--- config.mk ---
export PLATFORM = sky130hd
export DESIGN_NAME = sorted_list_insert_remove_top
export DESIGN_NICKNAME = d
export VERILOG_FILES = /design/src/hw/rtl/sli_pkg.sv /design/src/hw/rtl/sorted_list_insert_remove_top.sv /design/src/hw/rtl/sli_cell.sv /design/src/hw/rtl/sli_chain.sv
export VERILOG_INCLUDE_DIRS = /design/src /design/src/hw/rtl
export SDC_FILE = /design/constraint.sdc
export NUM_CORES = 2
export LEC_CHECK = 0
export ABC_AREA = 0
export BUFFER_PORTS_ARGS = -buffer_cell sky130_fd_sc_hd__buf_4
export CAP_MARGIN = 20
export CORE_MARGIN = 10
export CORE_UTILIZATION = 40
export DETAILED_ROUTE_END_ITERATION = 16
export PLACE_DENSITY = 0.63
export SYNTH_ARGS = -nofsm -noshare
export SYNTH_HDL_FRONTEND = slang
export SYNTH_SLANG_ARGS = --single-unit
export TNS_END_PERCENT = 100
--- constraint.sdc ---
create_clock -name clk -period 7.55 [get_ports clk]
set_input_delay 0.3775 -clock clk [delete_from_list [all_inputs] [get_ports clk]]
set_output_delay 0.3775 -clock clk [all_outputs]
set_load 0.05 [all_outputs]
--- src/hw/rtl/sorted_list_insert_remove_top_assert.svh ---
// ----------------------------------------------------------------------------
// sorted list assertion macros
// concurrent checks on clk, disabled while arst_n is low
// ----------------------------------------------------------------------------
`ifndef SORTED_LIST_INSERT_REMOVE_TOP_ASSERT_SVH
`define SORTED_LIST_INSERT_REMOVE_TOP_ASSERT_SVH

`ifndef SYNTHESIS

// same-cycle implication
`define SLI_ASSERT_NOW(lbl, ante, cons) \
	lbl: assert property (@(posedge clk) disable iff (!arst_n) (ante) |-> (cons)) \
		else $error("sorted list check failed");

// next-cycle implication
`define SLI_ASSERT_NEXT(lbl, ante, cons) \
	lbl: assert property (@(posedge clk) disable iff (!arst_n) (ante) |=> (cons)) \
		else $error("sorted list check failed");

`else

`define SLI_ASSERT_NOW(lbl, ante, cons)
`define SLI_ASSERT_NEXT(lbl, ante, cons)

`endif

`endif

--- src/hw/rtl/sli_pkg.sv ---
// ----------------------------------------------------------------------------
// sli_pkg
// shared constants, codes and types of the sorted list
// ----------------------------------------------------------------------------
package sli_pkg;

	localparam int DEPTH   = 16;
	localparam int VAL_W   = 32;
	localparam int CNT_W   = $clog2(DEPTH + 1);
	localparam int COUNT_W = 5;

	typedef enum logic [0:0] {
		OP_INSERT = 1'b0,
		OP_REMOVE = 1'b1
	} op_t;

	typedef enum logic [1:0] {
		ST_DONE      = 2'd0,
		ST_FULL      = 2'd1,
		ST_NOT_FOUND = 2'd2
	} status_t;

	// command broadcast to every cell
	typedef struct packed {
		logic             ins_en;
		logic             rem_en;
		logic [VAL_W-1:0] value;
	} cmd_t;

endpackage

--- src/hw/rtl/sorted_list_insert_remove_top.sv ---
// ----------------------------------------------------------------------------
// sorted_list_insert_remove_top
// sorted list priority queue: insert in order, remove one equal entry
// ----------------------------------------------------------------------------
//  channel  dir  tdata (low bit up)                          tuser
//  s_axis   in   value[31:0]                                 opcode[0]
//  m_axis   out  status[1:0] count[6:2] smallest[38:7] 0s    -
//
// one transaction per cycle while m_axis does not stall: every cell compares against the broadcast value
// and shifts in the same cycle, so the list is updated at the accepting edge
// the result is registered, appears in the cycle after acceptance and holds while m_axis stalls
// s_axis_tready is high when the result register is empty or being taken
// reset clears the slot valid bits and the count; no clearing pass is needed
// ----------------------------------------------------------------------------
module sorted_list_insert_remove_top (
	input  logic        clk,
	input  logic        arst_n,
	input  logic        s_axis_tvalid,
	output logic        s_axis_tready,
	input  logic [31:0] s_axis_tdata,   // value[31:0]
	input  logic [0:0]  s_axis_tuser,   // opcode[0]
	output logic        m_axis_tvalid,
	input  logic        m_axis_tready,
	output logic [39:0] m_axis_tdata    // status[1:0] count[6:2] smallest[38:7]
);

	`include "sorted_list_insert_remove_top_assert.svh"

	logic                        accept;
	logic                        is_insert;
	sli_pkg::cmd_t               cmd;
	logic                        full;
	logic                        found;
	logic                        head_valid;
	logic [sli_pkg::VAL_W-1:0]   head_val;
	logic [sli_pkg::DEPTH-1:0]   valid_vec;
	logic [sli_pkg::CNT_W-1:0]   count_q;
	sli_pkg::status_t            status_d;
	sli_pkg::status_t            status_q;
	logic                        out_valid_q;
	logic [sli_pkg::VAL_W-1:0]   smallest;

	assign s_axis_tready = !out_valid_q || m_axis_tready;
	assign accept        = s_axis_tvalid && s_axis_tready;
	assign is_insert     = (sli_pkg::op_t'(s_axis_tuser) == sli_pkg::OP_INSERT);

	assign cmd.ins_en = accept && is_insert && !full;
	assign cmd.rem_en = accept && !is_insert && found;
	assign cmd.value  = s_axis_tdata;

	sli_chain u_chain (
		.clk        (clk),
		.arst_n     (arst_n),
		.cmd        (cmd),
		.full       (full),
		.found      (found),
		.head_valid (head_valid),
		.head_val   (head_val),
		.valid_vec  (valid_vec)
	);

	always_comb begin
		priority if (is_insert && full) begin
			status_d = sli_pkg::ST_FULL;
		end else if (!is_insert && !found) begin
			status_d = sli_pkg::ST_NOT_FOUND;
		end else begin
			status_d = sli_pkg::ST_DONE;
		end
	end

	always_ff @(posedge clk or negedge arst_n) begin
		if (!arst_n) begin
			count_q     <= '0;
			out_valid_q <= 1'b0;
		end else begin
			if (cmd.ins_en) begin
				count_q <= count_q + sli_pkg::CNT_W'(1);
			end else if (cmd.rem_en) begin
				count_q <= count_q - sli_pkg::CNT_W'(1);
			end
			if (accept) begin
				out_valid_q <= 1'b1;
			end else if (m_axis_tready) begin
				out_valid_q <= 1'b0;
			end
		end
	end

	always_ff @(posedge clk) begin
		if (accept) begin
			status_q <= status_d;
		end
	end

	// list state only moves on accept, so it matches the pending result
	assign smallest = head_valid ? head_val : '0;

	assign m_axis_tvalid = out_valid_q;
	assign m_axis_tdata  = {1'b0, smallest,
		sli_pkg::COUNT_W'(count_q), status_q};

	`SLI_ASSERT_NOW(a_count_matches_valid, 1'b1, $countones(valid_vec) == int'(count_q))
	`SLI_ASSERT_NOW(a_count_in_range, 1'b1, int'(count_q) <= sli_pkg::DEPTH)
	`SLI_ASSERT_NEXT(a_full_insert_keeps, accept && is_insert && full, $stable(count_q))
	`SLI_ASSERT_NEXT(a_remove_miss_keeps, accept && !is_insert && !found, $stable(valid_vec))
	`SLI_ASSERT_NEXT(a_stall_holds_status, m_axis_tvalid && !m_axis_tready, $stable(status_q))

endmodule

--- src/hw/rtl/sli_cell.sv ---
// ----------------------------------------------------------------------------
// sli_cell
// one slot of the sorted list: compares against the broadcast value and
// shifts toward its left or right neighbor
// ----------------------------------------------------------------------------
module sli_cell (
	input  logic                       clk,
	input  logic                       arst_n,
	input  sli_pkg::cmd_t              cmd,
	input  logic                       left_lt,
	input  logic                       left_valid,
	input  logic [sli_pkg::VAL_W-1:0]  left_val,
	input  logic                       right_valid,
	input  logic [sli_pkg::VAL_W-1:0]  right_val,
	output logic                       lt,
	output logic                       hit,
	output logic                       valid,
	output logic [sli_pkg::VAL_W-1:0]  val
);

	logic                      valid_q;
	logic [sli_pkg::VAL_W-1:0] val_q;

	assign lt    = valid_q && ($signed(val_q) < $signed(cmd.value));
	// first slot not below the value, and only if it equals the value
	assign hit   = valid_q && !lt && left_lt && (val_q == cmd.value);
	assign valid = valid_q;
	assign val   = val_q;

	always_ff @(posedge clk or negedge arst_n) begin
		if (!arst_n) begin
			valid_q <= 1'b0;
		end else if (cmd.ins_en && !lt) begin
			valid_q <= valid_q || left_valid;
		end else if (cmd.rem_en && !lt) begin
			valid_q <= right_valid;
		end
	end

	always_ff @(posedge clk) begin
		if (cmd.ins_en && !lt) begin
			val_q <= left_lt ? cmd.value : left_val;
		end else if (cmd.rem_en && !lt) begin
			val_q <= right_val;
		end
	end

endmodule

--- src/hw/rtl/sli_chain.sv ---
// ----------------------------------------------------------------------------
// sli_chain
// row of cells holding the list in ascending order, slot zero the smallest
// ----------------------------------------------------------------------------
module sli_chain (
	input  logic                       clk,
	input  logic                       arst_n,
	input  sli_pkg::cmd_t              cmd,
	output logic                       full,
	output logic                       found,
	output logic                       head_valid,
	output logic [sli_pkg::VAL_W-1:0]  head_val,
	output logic [sli_pkg::DEPTH-1:0]  valid_vec
);

	logic [sli_pkg::DEPTH-1:0] lt_vec;
	logic [sli_pkg::DEPTH-1:0] hit_vec;
	logic [sli_pkg::VAL_W-1:0] val_arr [sli_pkg::DEPTH];

	for (genvar i = 0; i < sli_pkg::DEPTH; i++) begin : g_cell
		logic                      l_lt;
		logic                      l_valid;
		logic [sli_pkg::VAL_W-1:0] l_val;
		logic                      r_valid;
		logic [sli_pkg::VAL_W-1:0] r_val;

		if (i == 0) begin : g_first
			// head cell sees an always-smaller, always-valid left edge
			assign l_lt    = 1'b1;
			assign l_valid = 1'b1;
			assign l_val   = '0;
		end else begin : g_mid
			assign l_lt    = lt_vec[i-1];
			assign l_valid = valid_vec[i-1];
			assign l_val   = val_arr[i-1];
		end

		if (i == sli_pkg::DEPTH - 1) begin : g_last
			assign r_valid = 1'b0;
			assign r_val   = '0;
		end else begin : g_inner
			assign r_valid = valid_vec[i+1];
			assign r_val   = val_arr[i+1];
		end

		sli_cell u_cell (
			.clk         (clk),
			.arst_n      (arst_n),
			.cmd         (cmd),
			.left_lt     (l_lt),
			.left_valid  (l_valid),
			.left_val    (l_val),
			.right_valid (r_valid),
			.right_val   (r_val),
			.lt          (lt_vec[i]),
			.hit         (hit_vec[i]),
			.valid       (valid_vec[i]),
			.val         (val_arr[i])
		);
	end

	assign full       = valid_vec[sli_pkg::DEPTH-1];
	assign found      = |hit_vec;
	assign head_valid = valid_vec[0];
	assign head_val   = val_arr[0];

endmodule
# == Word-level counts from Yosys, hierarchy flattened ==
# Index checks and enable logic that the tools add are counted.
# word_totals
reg_bits,536
latchBits,0
ramBits,0
rom_bits,0
in_bits,37
output_inout_bits,42
n_memories,0
# op_classes
n_addsub,2
n_mul,0
n_div,0
order_cmp,16
n_eq_ne,16
shift,0
mux,85
bitwise,1
reduce_logical,156
# ops
operator,count
$mux 32,48
$eq 32x32->1,16
$lt 32x32->1,16
$logic_and 1x1->1,102
$reduce_bool 2->1,18
$mux 1,34
$logic_not 1->1,19
$logic_or 1x1->1,16
$reduce_or 16->1,1
$mux 5,2
$add 5x1->5 const B,1
$sub 5x1->5 const B,1
$mux 2,1
$not 1->1,1

# == Logic depth before layout (Yosys ltp) ==
# depth
word_depth,11
depth_mapped,15
ltp_nobuf,13

# == Modules after synthesis ==
# Synthesis repeated with hierarchy kept, for this count alone.
# unflattened
cells_unflattened,4066
hier_area_um2,46358.2
# modules_own_cells
module,n_inst,cells_per_inst,area_each_um2,seq_area_each_um2
sli_cell,16,248,2844.0,985.9
sorted_list_insert_remove_top,1,75,695.7,210.2
sli_chain,1,23,158.9,0.0

# == Worst setup path after synthesis ==
# No wires, ideal clock.
# synth_path
path_kind,input-to-reg
from,input port s_axis_tdata[14]
to,"register u_chain.g_cell[13].u_cell.val_q (netlist bit u_chain.g_cell[13].u_cell.val[0]), enable pin"
t_arrival_ps,5495
slack_ps,1594
stages,14
path_buffers,2
path_cell_list,inv_1 -> ha_1 -> a21oi_1 -> nand2_1 -> a221oi_1 -> or3b_2 -> a21oi_1 -> mux2i_1 -> buf_1 -> a22oi_1 -> nand4_1 -> o21ai_4 -> buf_4 -> nor3_1
# synth_between
elab_chain_len,10
elab_cells_between_ends,116
cone_classes,order compare (16); eq/ne (16); reduce/logical (84)
# synth_rtl
element,line,rtl
"start, declared",sorted_list_insert_remove_top.sv:20,"input logic [31:0] s_axis_tdata,"
$lt 32x32->1,sli_cell.sv:24,assign lt = valid_q && ($signed(val_q) < $signed(cmd.value));
$logic_and 1x1->1,sli_cell.sv:24,
$logic_not 1->1 (on tied branches),"sli_cell.sv:26, sli_cell.sv:41, sli_cell.sv:43",
$logic_and 1x1->1 (3 in series),sli_cell.sv:26,assign hit = valid_q && !lt && left_lt && (val_q == cmd.value);
$reduce_or 16->1,sli_chain.sv:63,assign found = |hit_vec;
$logic_and 1x1->1,sorted_list_insert_remove_top.sv:48,assign cmd.rem_en = accept && !is_insert && found;
$logic_and 1x1->1,sli_cell.sv:43,end else if (cmd.rem_en && !lt) begin
$reduce_bool 2->1 (no line) *,n/a,
"end signal, assigned",sli_cell.sv:42,val_q <= left_lt ? cmd.value : left_val;
"end signal, assigned",sli_cell.sv:44,val_q <= right_val;
"end, declared",sli_cell.sv:22,logic [sli_pkg::VAL_W-1:0] val_q;
# Every way passes the cells marked *; elsewhere a longest branch is shown, timed or not.
# A chain may end at the register's enable or synchronous reset.

# == Worst setup path after layout ==
# layout_path
from,input port s_axis_tdata[31]
to,"register u_chain.g_cell[6].u_cell.val_q (netlist bit u_chain.g_cell[6].u_cell.val[8]), enable pin"
# layout_between
elab_chain_len,10
elab_cells_between_ends,116
cone_classes,order compare (16); eq/ne (16); reduce/logical (84)
# layout_rtl
element,line
$lt 32x32->1,sli_cell.sv:24
$logic_and 1x1->1,sli_cell.sv:24
$logic_not 1->1 (on tied branches),"sli_cell.sv:26, sli_cell.sv:41, sli_cell.sv:43"
$logic_and 1x1->1 (3 in series),sli_cell.sv:26
$reduce_or 16->1,sli_chain.sv:63
$logic_and 1x1->1,sorted_list_insert_remove_top.sv:48
$logic_and 1x1->1,sli_cell.sv:43
$reduce_bool 2->1 (no line) *,n/a
"end signal, assigned",sli_cell.sv:42
"end signal, assigned",sli_cell.sv:44
"end, declared",sli_cell.sv:22
# Marked as above.

==> PnR_summary.wiki <==
{| class="wikitable"
! Metric !! Value
|-
| Max-slew headroom at the worst pin || 27.30%
|-
| FF+latch count, synth || 536
|-
| Remaining DRCs || 0
|-
| Warning count from the yosys run || 0
|-
| Wire length on met2 || 51360 um
|-
| Final Core Density || 44.64%
|-
| Signal arrival time at the worst endpoint || 5.90 ns
|-
| First-pass GRT wire length || 171400 um
|-
| WL met1 || 50260 um
|-
| Area added between synthesis and finish || 10.72%
|-
| Number of pins with negative max-slew slack in the final report || 0
|-
| Number of sinks on the clock net || 536
|-
| Final Critical Period || 5.561 ns
|-
| Final hold vios || 0
|-
| Post-Syn Instances || 3825
|-
| Leakage || 0.01802 uW
|-
| Outcome || complete, no violations
|-
| RePlAce Congestion || 0.8766
|-
| Max-cap violations || 0
|-
| Congestion Overflow GR || 0
|-
| Worst Setup Start Kind || input port
|-
| Global-route usage over all layers || 19.81%
|-
| Fraction of the yosys area taken by sequential cells || 41.67%
|-
| Cell type with the largest total area after synthesis || sky130_fd_sc_hd__edfxtp_1
|-
| Largest vdd supply drop || 0.1982 mV
|-
| H-tree depth reported by CTS || 2
|-
| # IOs || 79
|-
| Die height || 329.7 um
|-
| EDFF count, synth || 514
|-
| Effective utilization at floorplan || 40.32%
|-
| Final Cycle Share || 73.65%
|-
| Std-Cell Core Area || 95150 um2
|-
| Commonest cells post-synth || 515 x sky130_fd_sc_hd__ha_1, 514 x sky130_fd_sc_hd__edfxtp_1, 513 x sky130_fd_sc_hd__nand2_1
|-
| Share of synthesized flip-flops with an asynchronous set or reset || 4.104%
|-
| Residual antenna-violating net count after detailed routing || 0
|-
| Unique cell type count in the Yosys netlist || 70
|-
| Fin nets || 4375
|-
| Total power density per cell area || 213.5 nW/um2
|-
| Chip width || 329.7 um
|-
| Vias in the first global route || 28.91k
|-
| Max Clk Rate || 0.1798 GHz
|-
| Unrepaired setup endpoints after global routing || false
|-
| Initial antenna violation count || 2
|-
| Most common cell in the synthesized netlist || sky130_fd_sc_hd__ha_1
|-
| Number of buffers added on ports || 77
|-
| Final sum of negative setup slack || 0 ns
|-
| Iteration count of the initial detailed-routing pass || 6
|-
| Total nets after synthesis || 4378
|-
| Worst Path Class, Setup || in -> reg
|-
| Number of buffers on the longest clock path || 3
|-
| Top layer in use || met4
|-
| Post-synthesis area per instance || 10.03 um2
|-
| WL final || 110800 um
|-
| Worst Setup Slack, final || 1.989 ns
|-
| Cell area after synthesis || 38370 um2
|-
| Via density per instance || 5.704
|-
| FF-to-FF setup slack || 2.10 ns
|-
| Die Footprint || 108700 um2
|-
| Pin count of the biggest net entering global routing || 66
|-
| Pre-CTS setup slack || 1.412 ns
|-
| Required time at the endpoint of the critical path || 7.89 ns
|-
| Hold Path Class || in -> reg
|-
| Total clock buffers created by CTS || 61
|-
| Clock tree root driver cell || sky130_fd_sc_hd__clkbuf_16
|-
| Layout cell share with drive strength beyond 1 || 8.110%
|-
| Maximum fanout count along the critical path || 20
|-
| Clock transition at path regs || 0.06 ns
|-
| Total via count after detailed routing || 29.31k
|-
| Placement row count || 113
|-
| Dominant cells by area after synthesis || sky130_fd_sc_hd__edfxtp_1 40%, sky130_fd_sc_hd__ha_1 17%, sky130_fd_sc_hd__mux2i_1 11%
|-
| Final Setup Violations || 0
|-
| Worst setup skew after layout || 0.02393 ns
|-
| Routed wl met3 || 4957 um
|-
| Total half-perimeter wirelength after legalization and detailed placement || 86100 um
|-
| Latest clock arrival within the worst-skew pair || 0.66 ns
|-
| Initial DRC count || 2087
|-
| Clock tree from TritonCTS || yes
|-
| Area share of the largest cell type after synthesis || 40.23%
|-
| Top_reg_cell synth || sky130_fd_sc_hd__edfxtp_1
|-
| Mean routed wirelength per cell || 21.56 um
|-
| Critical Path End Type || flop
|-
| Tightest Pin Transition || 1.091 ns
|}
## cells in the final DEF, fill, tap and decap left out, types with 20 or more instances in the layout
cell type / n
sky130_fd_sc_hd__a21o_1: 61
sky130_fd_sc_hd__a21oi_1: 310
sky130_fd_sc_hd__a221oi_1: 22
sky130_fd_sc_hd__and2_1: 33
sky130_fd_sc_hd__buf_4: 139
sky130_fd_sc_hd__clkbuf_16: 63
sky130_fd_sc_hd__dfrtp_1: 22
sky130_fd_sc_hd__edfxtp_1: 514
sky130_fd_sc_hd__ha_1: 515
sky130_fd_sc_hd__inv_1: 63
sky130_fd_sc_hd__mux2_2: 31
sky130_fd_sc_hd__mux2i_1: 415
sky130_fd_sc_hd__nand2_1: 512
sky130_fd_sc_hd__nand2b_1: 20
sky130_fd_sc_hd__nand3_1: 49
sky130_fd_sc_hd__nand4_1: 86
sky130_fd_sc_hd__nor2_1: 240
sky130_fd_sc_hd__nor4_1: 26
sky130_fd_sc_hd__o21ai_0: 453
## power by group
| group | switching, uW | leakage [uW] | total [uW] | internal [uW] |
|---|---|---|---|---|
| Clock | 1290 | 0.000942 | 2970 | 1680 |
| Sequential | 170 | 0.00491 | 3700 | 3530 |
| Combinational | 1510 | 0.0122 | 2410 | 899 |
## critical path: stages
cell and delay [ns]:
sky130_fd_sc_hd__buf_4 0.22, sky130_fd_sc_hd__inv_1 0.41, sky130_fd_sc_hd__ha_1 0.60, sky130_fd_sc_hd__and4_1 0.26, sky130_fd_sc_hd__nand4_1 0.21, sky130_fd_sc_hd__nor4_1 0.82, sky130_fd_sc_hd__o41a_1 0.34, sky130_fd_sc_hd__nor2_1 0.07
sky130_fd_sc_hd__nor4_1 0.63, sky130_fd_sc_hd__a22oi_1 0.21, sky130_fd_sc_hd__nand4_1 0.23, sky130_fd_sc_hd__o21ai_4 0.20, sky130_fd_sc_hd__buf_4 0.29, sky130_fd_sc_hd__nor2_2 0.61, sky130_fd_sc_hd__buf_4 0.40
## kinds of logic after synthesis
kind of cell	count (synthesis)	share of synthesized area, %
and+or+nand+nor	1091	12.72
AOI/OAI and AO/OA	942	13.81
DFF	536	41.67
adders and majority gates	516	16.85
muxes	455	11.98
buffers and inverters	276	2.788
xor gates and xnor gates	8	0.1826
other	1	0.009774
## final timing paths
kind | start | endpoint | depth (start not counted)
worst max-delay path | s_axis_tdata[31] | u_chain.g_cell[6].u_cell.val[8]$_DFFE_PP_ | 15
worst min-delay path | m_axis_tready | m_axis_tvalid$_DFFE_PN0P_ | 3
worst max register to register | u_chain.g_cell[1].u_cell.val[31]$_DFFE_PP_ | u_chain.g_cell[6].u_cell.val[8]$_DFFE_PP_ | 13
worst min register to register | count_q[4]$_DFFE_PN0P_ | count_q[4]$_DFFE_PN0P_ | 1
max in group asynchronous | arst_n | u_chain.g_cell[12].u_cell.valid$_DFFE_PN0P_ | 2
min in group asynchronous | arst_n | u_chain.g_cell[0].u_cell.valid$_DFFE_PN0P_ | 2
## state kept, by name, indices dropped and copies added (netlist names)
signal                       count
status_q                         2
u_chain.g_cell.u_cell.valid     16
u_chain.g_cell.u_cell.val      512
m_axis_tvalid                    1
count_q                          5
## per-layer routing
metal | vias up | track usage, %
met5 | - | 0
li1 | 14320 | -
met2 | 778 | 33.01
met3 | 198 | 2.170
met4 | 0 | 7.396
met1 | 14020 | 26.28
## area by class of cell
class                      instances  area [um2]
fill                            9008       52670
multi-input combinational       3013       21560
sequential                       536       15990
clock buffer                      88        1730
tap                             1265        1583
timing repair buffer             146        1179
inverter                          64       240.2
clock inverter                    25       196.4
antenna                            2       5.005
## stage by stage
step	total power [uW]	cells	instance area (um2)	hold slack, ns
floorplan	5433	3825	38370	0.08191
global placement	6100	5018	40430	0.3469
detailed placement	6154	5018	40430	0.3536
CTS	9105	5133	42380	0.01361
global route	9481	5139	42480	0.05741
finish	9069	5139	42480	0.04354
## what timing repair did
item | in CTS | in global routing
gates resized for setup | 0 | 0
hold buffers | 2 | 0
buffers inserted | 0 | 0
hold endpoints to repair | 23 | 0
endpoints found under the setup margin | 0 | 0
Power figures use the tool's default switching activity.
